<file path="config.mk">
export PLATFORM = sky130hd
export DESIGN_NAME = numeric_literal_classifier_unit
export DESIGN_NICKNAME = d
export VERILOG_FILES = /design/src/nlc_pkg.sv /design/src/numeric_literal_classifier_unit.sv /design/src/nlc_step.sv
export VERILOG_INCLUDE_DIRS = /design/src /design/src/src
export SDC_FILE = /design/constraint.sdc
export NUM_CORES = 1
export LEC_CHECK = 0
export BUFFER_PORTS_ARGS = -buffer_cell sky130_fd_sc_hd__buf_2
export CORE_MARGIN = 10
export CORE_UTILIZATION = 35
export DETAILED_ROUTE_END_ITERATION = 10
export HOLD_SLACK_MARGIN = 0.08
export PLACE_DENSITY = 0.58
export SYNTH_ARGS = -nofsm -noshare
export SYNTH_HDL_FRONTEND = slang
export SYNTH_HIERARCHICAL = 1
export SYNTH_SLANG_ARGS = --single-unit
</file>
<file path="constraint.sdc">
create_clock -name clk -period 3.9 [get_ports clk]
set_input_delay 0.585 -clock clk [delete_from_list [all_inputs] [get_ports clk]]
set_output_delay 0.585 -clock clk [all_outputs]
set_load 0.03 [all_outputs]
</file>
<file path="src/assert_macros.svh">
// shared assertion shorthands, sampled on clk and switched off while rst_n is low
`ifndef ASSERT_MACROS_SVH
`define ASSERT_MACROS_SVH

// same-cycle implication
`define CHK_NOW(label, ante, cons, msg) \
  label: assert property (@(posedge clk) disable iff (!rst_n) (ante) |-> (cons)) \
    else $error(msg);

// next-cycle implication
`define CHK_NEXT(label, ante, cons, msg) \
  label: assert property (@(posedge clk) disable iff (!rst_n) (ante) |=> (cons)) \
    else $error(msg);

`endif

</file>
<file path="src/nlc_pkg.sv">
package nlc_pkg;

  typedef enum logic [2:0] {
    PH_START     = 3'd0,
    PH_MANT      = 3'd1,
    PH_FRAC      = 3'd2,
    PH_EXP_START = 3'd3,
    PH_EXP_SIGN  = 3'd4,
    PH_EXP_DIGIT = 3'd5,
    PH_FAIL      = 3'd6
  } phase_t;

  typedef struct packed {
    phase_t phase;
    logic   mant_seen;  // a digit before any exponent
    logic   int_ok;     // nothing so far breaks the integer form
  } nlc_state_t;

  localparam nlc_state_t STATE_CLEAR = '{phase: PH_START, mant_seen: 1'b0, int_ok: 1'b1};

  localparam logic [7:0] CH_DOT   = 8'h2E;
  localparam logic [7:0] CH_UPE   = 8'h45;
  localparam logic [7:0] CH_LOWE  = 8'h65;
  localparam logic [7:0] CH_PLUS  = 8'h2B;
  localparam logic [7:0] CH_MINUS = 8'h2D;
  localparam logic [7:0] CH_ZERO  = 8'h30;
  localparam logic [7:0] CH_NINE  = 8'h39;

endpackage

</file>
<file path="src/numeric_literal_classifier_unit.sv">
// channel | direction | tdata                        | tuser    | tlast
// in_     | slave     | [7:0] char_code              | has_char | is_last
// out_    | master    | [0] number_ok, [1] integer_ok | -        | -
//
// one word accepted per cycle, back to back, unless held; a token's verdict
// reaches out_ through the input register, then the result register
// rst_n is synchronous, active low; it empties both stages and restarts the scan
// a stalled out_ holds the verdict; the input stage keeps moving while the word
// it holds ends no token or the result register is free or being emptied
`include "assert_macros.svh"

module numeric_literal_classifier_unit (
  input  logic       clk,
  input  logic       rst_n,
  input  logic       in_tvalid,
  output logic       in_tready,
  input  logic [7:0] in_tdata,   // [7:0] char_code
  input  logic       in_tuser,   // [0] has_char
  input  logic       in_tlast,
  output logic       out_tvalid,
  input  logic       out_tready,
  output logic [7:0] out_tdata   // [0] number_ok, [1] integer_ok, [7:2] zero
);
  import nlc_pkg::*;

  // input register
  logic       s1_valid_r;
  logic [7:0] s1_char_r;
  logic       s1_has_r;
  logic       s1_last_r;

  // scanner state
  nlc_state_t state_r;
  nlc_state_t state_nxt;

  // result register
  logic       out_valid_r;
  logic       out_num_r;
  logic       out_int_r;

  logic       step_num;
  logic       step_int;
  logic       out_free;
  logic       s1_adv;
  logic       in_take;

  nlc_step u_step (
    .state_i      (state_r),
    .char_i       (s1_char_r),
    .has_i        (s1_has_r),
    .last_i       (s1_last_r),
    .state_nxt_o  (state_nxt),
    .number_ok_o  (step_num),
    .integer_ok_o (step_int)
  );

  // the held word only waits when it closes a token and the result slot is full and stalled
  assign out_free  = !out_valid_r || out_tready;
  assign s1_adv    = s1_valid_r && (!s1_last_r || out_free);
  assign in_tready = !s1_valid_r || s1_adv;
  assign in_take   = in_tvalid && in_tready;

  always_ff @(posedge clk) begin
    if (!rst_n) begin
      s1_valid_r <= 1'b0;
    end else if (in_tready) begin
      s1_valid_r <= in_tvalid;
    end
  end

  always_ff @(posedge clk) begin
    if (in_take) begin
      s1_char_r <= in_tdata;
      s1_has_r  <= in_tuser;
      s1_last_r <= in_tlast;
    end
  end

  always_ff @(posedge clk) begin
    if (!rst_n) begin
      state_r <= STATE_CLEAR;
    end else if (s1_adv) begin
      state_r <= state_nxt;
    end
  end

  always_ff @(posedge clk) begin
    if (!rst_n) begin
      out_valid_r <= 1'b0;
    end else if (s1_adv && s1_last_r) begin
      out_valid_r <= 1'b1;
    end else if (out_tready) begin
      out_valid_r <= 1'b0;
    end
  end

  always_ff @(posedge clk) begin
    if (s1_adv && s1_last_r) begin
      out_num_r <= step_num;
      out_int_r <= step_int;
    end
  end

  assign out_tvalid = out_valid_r;
  assign out_tdata  = {6'b0, out_int_r, out_num_r};

  // a closing word always lands a verdict in the result register
  `CHK_NEXT(a_verdict_lands, s1_adv && s1_last_r, out_valid_r, "verdict not registered")
  // the scanner restarts after each token
  `CHK_NEXT(a_scan_restarts, s1_adv && s1_last_r,
            state_r.phase == PH_START && !state_r.mant_seen && state_r.int_ok,
            "scanner not cleared after token")
  // a pending verdict is never overwritten
  `CHK_NOW(a_no_overwrite, s1_valid_r && s1_last_r && out_valid_r && !out_tready, !s1_adv,
           "verdict overwritten")
  // an integer is always a number
  `CHK_NOW(a_int_is_num, out_valid_r && out_int_r, out_num_r, "integer without number")

endmodule

</file>
<file path="src/nlc_step.sv">
module nlc_step (
  input  nlc_pkg::nlc_state_t state_i,
  input  logic [7:0]          char_i,
  input  logic                has_i,
  input  logic                last_i,
  output nlc_pkg::nlc_state_t state_nxt_o,
  output logic                number_ok_o,
  output logic                integer_ok_o
);
  import nlc_pkg::*;

  logic       digit;
  logic       sgn;
  logic       dot;
  logic       expo;
  nlc_state_t scanned;

  assign digit = (char_i >= CH_ZERO) && (char_i <= CH_NINE);
  assign sgn   = (char_i == CH_PLUS) || (char_i == CH_MINUS);
  assign dot   = (char_i == CH_DOT);
  assign expo  = (char_i == CH_UPE) || (char_i == CH_LOWE);

  // next state: fold in one character, then clear at the end of a token
  always_comb begin
    scanned = state_i;
    if (has_i) begin
      if (!digit && !(sgn && state_i.phase == PH_START)) begin
        scanned.int_ok = 1'b0;
      end
      scanned.phase = PH_FAIL;
      case (state_i.phase)
        PH_START, PH_MANT: begin
          if (digit) begin
            scanned.mant_seen = 1'b1;
            scanned.phase     = PH_MANT;
          end else if (sgn && state_i.phase == PH_START) begin
            scanned.phase = PH_MANT;
          end else if (dot) begin
            scanned.phase = PH_FRAC;
          end else if (expo && state_i.mant_seen) begin
            scanned.phase = PH_EXP_START;
          end
        end
        PH_FRAC: begin
          if (digit) begin
            scanned.mant_seen = 1'b1;
            scanned.phase     = PH_FRAC;
          end else if (expo && state_i.mant_seen) begin
            scanned.phase = PH_EXP_START;
          end
        end
        PH_EXP_START: begin
          if (digit) begin
            scanned.phase = PH_EXP_DIGIT;
          end else if (sgn) begin
            scanned.phase = PH_EXP_SIGN;
          end
        end
        PH_EXP_SIGN, PH_EXP_DIGIT: begin
          if (digit) begin
            scanned.phase = PH_EXP_DIGIT;
          end
        end
        default: begin
          // failed phase: digits still count for the integer form
          if (digit && scanned.int_ok) begin
            scanned.mant_seen = 1'b1;
          end
        end
      endcase
    end
    state_nxt_o = last_i ? STATE_CLEAR : scanned;
  end

  // verdict on the token as scanned so far
  always_comb begin
    number_ok_o  = (((scanned.phase == PH_MANT) || (scanned.phase == PH_FRAC))
                    && scanned.mant_seen) || (scanned.phase == PH_EXP_DIGIT);
    integer_ok_o = scanned.int_ok && scanned.mant_seen;
  end

endmodule

</file>
Word level (Yosys, flattened, before mapping). Cells that the tools add are included.

Word-level logic and storage cells: 71. Register bits after elaboration: 19.

Multiplexer cells: 18. Reductions and logical operators: 28. Equal/unequal tests: 13. Magnitude comparators: 2.

Operator list (number): equality test 8 x 6 -> 1 bit, second input constant (3); equality test 8 x 7 -> 1 bit, second input constant (2); two-way mux 3 bit (5); one-hot mux 3 bit (4 select lines) (1); logical AND 1 bit (10); two-way mux 5 bit (2); equality test 3 x 2 -> 1 bit, second input constant (3); equality test 3 bit, second input constant (3); >= comparator 8 x 6 -> 1 bit, second input constant (1); <= comparator 8 x 6 -> 1 bit, second input constant (1); logical OR 1 bit (7); equality test 3 x 1 -> 1 bit, second input constant (2); two-way mux 1 bit (6); two-way mux 2 bit (3); OR reduction 3 bit (2); logical NOT 1 bit (5); OR reduction 2 bit (2); logical NOT 3 bit (1); one-hot mux 1 bit (2 select lines) (1); nonzero test 2 bit (1).

Depth between registers and ports, before layout.
Depth in word-level cells: 15. Mapped depth: 8.

Hierarchy. Netlist, hierarchy kept.

By module, submodules not included: numeric_literal_classifier_unit (sequential area each 500.5 um^2, area each 737.0 um^2, times used 1, cells each 53); nlc_step (sequential area each 0.0 um^2, area each 335.3 um^2, times used 1, cells each 51).

Least setup slack after synthesis. OpenSTA, ideal clock, no wires.

Path kind: flip-flop to flip-flop. From: register s1_char_r[3]. To: register out_num_r (data pin). Data required time: 3638 ps. Path buffers: 0. Stages on the path, launching flop included: 7. Clock period less this slack: 1802 ps. Slack: 2098 ps. Library setup time: 262 ps. Arrival: 1540 ps. Cells stage by stage: edfxtp_1 and4bb_1 nand2_1 or4_1 a41oi_2 or3_1 mux2i_1.

Word-level cells in the longest chain between the ends: 13. Elaborated cells on any way between the ends: 37.

Ends and longest elaborated chain: start: declaration (RTL line numeric_literal_classifier_unit.sv:28) `logic [7:0] s1_char_r;`; start signal: assignment (RTL line numeric_literal_classifier_unit.sv:73) `s1_char_r <= in_tdata;`; parallel branches: the longest is 8 deep, another holds >= comparator 8 x 6 -> 1 bit; two-way mux 5 bit * (RTL line nlc_step.sv:26) `if (has_i) begin`; equality test 3 x 1 -> 1 bit, or another cell as far along (RTL line nlc_step.sv:77) `number_ok_o = (((scanned.phase == PH_MANT) || (scanned.phase == PH_FRAC))`; logical OR 1 bit or two-way mux 5 bit (tied branches) (RTL line nlc_step.sv:77, nlc_step.sv:26); logical AND 1 bit (RTL line nlc_step.sv:78) `&& scanned.mant_seen) || (scanned.phase == PH_EXP_DIGIT);`; logical OR 1 bit * (RTL line nlc_step.sv:78); named net step_num (RTL line numeric_literal_classifier_unit.sv:41) `logic step_num;`; end signal: assignment (RTL line numeric_literal_classifier_unit.sv:99) `out_num_r <= step_num;`; end: declaration (RTL line numeric_literal_classifier_unit.sv:38) `logic out_num_r;`.

Mark *: on every way through the listed nets, which the timed path passes. The select of a mux whose other input is x is not followed. A chain may end at the register's enable or synchronous reset.

==> flow_summary_export.csv <==
group,metric,value,unit
setup_path,critPathSlowestCell,"edfxtp_1",
synth,synth_top_flop_cell,"edfxtp_1",
detailed_routing,drt-pass1-iter-count,4,
setup_path,required,4.13,ns
sta,hold_viol_final,0,
die,placementRows,20,
clock_tree,cts.sinks,19,
setup_path,worstPathArrival,2.17,ns
layout,final_core_util,38.8,%
synth,synth_top_family_by_area,"simple AND/OR/NAND/NOR gates",
outcome,status,"complete, no violations",
die,die_height,75.4,um
sta,fmax,515,MHz
grt,grt_util_all_layers,7.45,%
synth,synth_xor_area_share,0.817,%
synth,synthSimpleGateAreaFrac,23.9,%
run,drv_cap,0,
setup_path,worstSetupStartpointType,"flop",
detailed_routing,wl_per_cell,12.5,um
synth,synth-seq-cells,19,
synth,muxShareOfSynthArea,5.60,%
setup_path,critPathBufInv,0,
synth,synth_most_common_cell,"nand2_1",
synth,synth_area_per_cell,10.3,sq um
clock_tree,clk_path_buf_depth,2,
detailed_routing,via_per_inst,5.05,
synth,syn_area,0.00107,sq mm
clock_tree,hold_buffers,0,
placement,place.gp.congestion,0.863,
die,coreArea,0.00300,sq mm
sta,period_needed,1.94,ns
clock_tree,h-tree-depth,1,
pwr,p_per_area,321,mW/mm^2
layout,areaGrowthSynthToFinish,8.64,%
synth,async_reset_ff_share,0,%
layout,antenna_cells,0,
placement,dp_hpwl,1520,um
layout,fin_nets,133,
clock_tree,root_buffer,"clkbuf_4",
grt,overflow,0,
detailed_routing,drc_errors,0,
clock_tree,cts_tree,"done",
setup_path,cpMostUsedCell,"nand2_1",
sta,rsz0062_at_grt,"no",
synth,yosys_warnings,6,
placement,place_inst,147,
synth,netlist_top_cells_area,"edfxtp_1 (34%), dfxtp_1 (13%), mux2i_1 (5.6%)",
sta,holdWs,0.461,ns
setup_path,path_max_fanout,5,
synth,syn_inst,104,
placement,io_buffer_count,17,
pwr,vdd_drop_max,149,uV
sta,setup_tns,0,ns
synth,synth_compound_gate_area_share,14.5,%
die,io_pins,24,
clock_tree,path_clk_slew,0.10,ns
setup_path,criticalPathCategory,"flop to flop",
detailed_routing,ant_nets,0,
detailed_routing,finalWirelength,1890,um
detailed_routing,vias,762,
hold_path,hp-class,"input pin to flop",
grt,grt_pass1_vias,770,
clock_tree,post-cts-setup-buffers,0,
detailed_routing,drt_iter0_drc,47,
sta,fin_skew,0.00413,ns
clock_tree,cts_buffers,3,
sta,finalCritPeriodShare,49.8,%
synth,synth-seq-area-share,46.7,%
synth,synth_fa_ha_area_share,0,%
synth,synth_top_cell_area_share,33.6,%
setup_path,end_kind,"flop",
grt,antenna_found_initial,0,
die,die_w,75.4,um
die,initial_core_util,35.7,%
pwr,p_leak,0.439,nW
synth,synth_area_leader_cell,"edfxtp_1",
synth,synth_top_cells_by_count,"nand2_1 (16), edfxtp_1 (12), buf_4 (8)",
synth,synth_edf_count,12,
layout,fin_cells,151,
synth,ys_types,37,
die,die_area,0.00568,sq mm
setup_path,max_stage_delay,0.45,ns
sta,slew_viol_final,0,
layout,drive_gt1_share,24.6,%
sta,setup_violations,0,
grt,grt_start_max_net_pins,13,
clock_tree,insertion_delay,0.29,ns
clock_tree,cts_resized,0,
setup_path,crit_family,"simple AND/OR/NAND/NOR gates",
grt,grt_pass1_wl,3340,um
setup_path,path_cells,"and4bb_1 -> nand2_1 -> or4_1 -> a41oi_2 -> nor2b_1 -> nand2_1 -> mux2i_1",
==> flip-flops by register name, summed over array words and instances, names as in the netlist <==
register / cells
s1_char_r: 8
out_tvalid: 1
out_num_r: 1
s1_has_r: 1
state_r: 5
s1_valid_r: 1
out_int_r: 1
s1_last_r: 1
==> power breakdown <==
group / total, mW / leakage [nW] / switching (mW) / internal (mW)
registers: 0.233 / 0.176 / 0.00954 / 0.223
clock network: 0.0962 / 0.0177 / 0.0581 / 0.0382
logic: 0.0448 / 0.245 / 0.0265 / 0.0183
==> per-layer routing <==
metal | track usage, % | vias to the layer above | wire, um
li1 | - | 391 | -
met1 | 8.88 | 336 | 854
met2 | 11.6 | 31 | 841
met3 | 2.99 | 4 | 167
met4 | 3.09 | 0 | 29
met5 | 0 | - | 0
==> cell families after synthesis <==
family | after synthesis
and+or+nand+nor | 44
AOI/OAI and AO/OA | 19
DFF | 19
buffers and inverters | 14
muxes | 6
xor gates and xnor gates | 1
other | 1
==> cell type report <==
type	instances	area, sq um
clock buffers	3	22.5
clock inverters	1	5.00
fillers	302	1840
inverters	2	7.51
multi-input cells	76	503
flip-flops and latches	19	500
well taps	33	41.3
repair buffers	17	85.1
==> path summary, 6_finish.rpt <==
kind                     end  depth (start not counted)         start  slack (ns)
setup / recovery  state_r[2]                          7  s1_char_r[3]        1.96
hold / removal      s1_has_r                          1      in_tuser        0.46
setup reg to reg  state_r[2]                          7  s1_char_r[3]        1.96
hold reg to reg   state_r[1]                          2    state_r[1]        0.48
==> per-stage QoR <==
stage          cell area (sq um)  setup slack, ns  total power [mW]
2_1_floorplan               1090             2.10             0.274
3_3_place_gp                1140             1.99             0.281
3_5_place_dp                1140             1.98             0.282
4_1_cts                     1160             1.94             0.381
5_1_grt                     1160             1.76             0.398
6_report                    1160             1.96             0.374
==> worst register-to-register path: stages (launching register included) <==
cell      delay (ns)
edfxtp_1        0.45
and4bb_1        0.35
nand2_1         0.08
or4_1           0.43
a41oi_2         0.20
nor2b_1         0.17
nand2_1         0.07
mux2i_1         0.14
==> cell usage in the layout (no fill, tap or decap), types with 2 or more instances in the layout <==
master | netlist | final
a31oi_1 | 2 | 2
o21ai_1 | 3 | 3
a21oi_1 | 2 | 2
inv_1 | 2 | 2
buf_2 | 4 | 17
and4bb_1 | 2 | 2
nor2_1 | 6 | 6
mux2i_1 | 6 | 6
edfxtp_1 | 12 | 12
or3_1 | 2 | 2
nor2b_1 | 6 | 6
conb_1 | 1 | 6
clkbuf_4 | 0 | 3
nand4_1 | 2 | 2
dfxtp_1 | 7 | 7
nand2_1 | 16 | 16
o21ai_0 | 2 | 2
and2_1 | 2 | 2
Power figures use the tool's default switching activity.
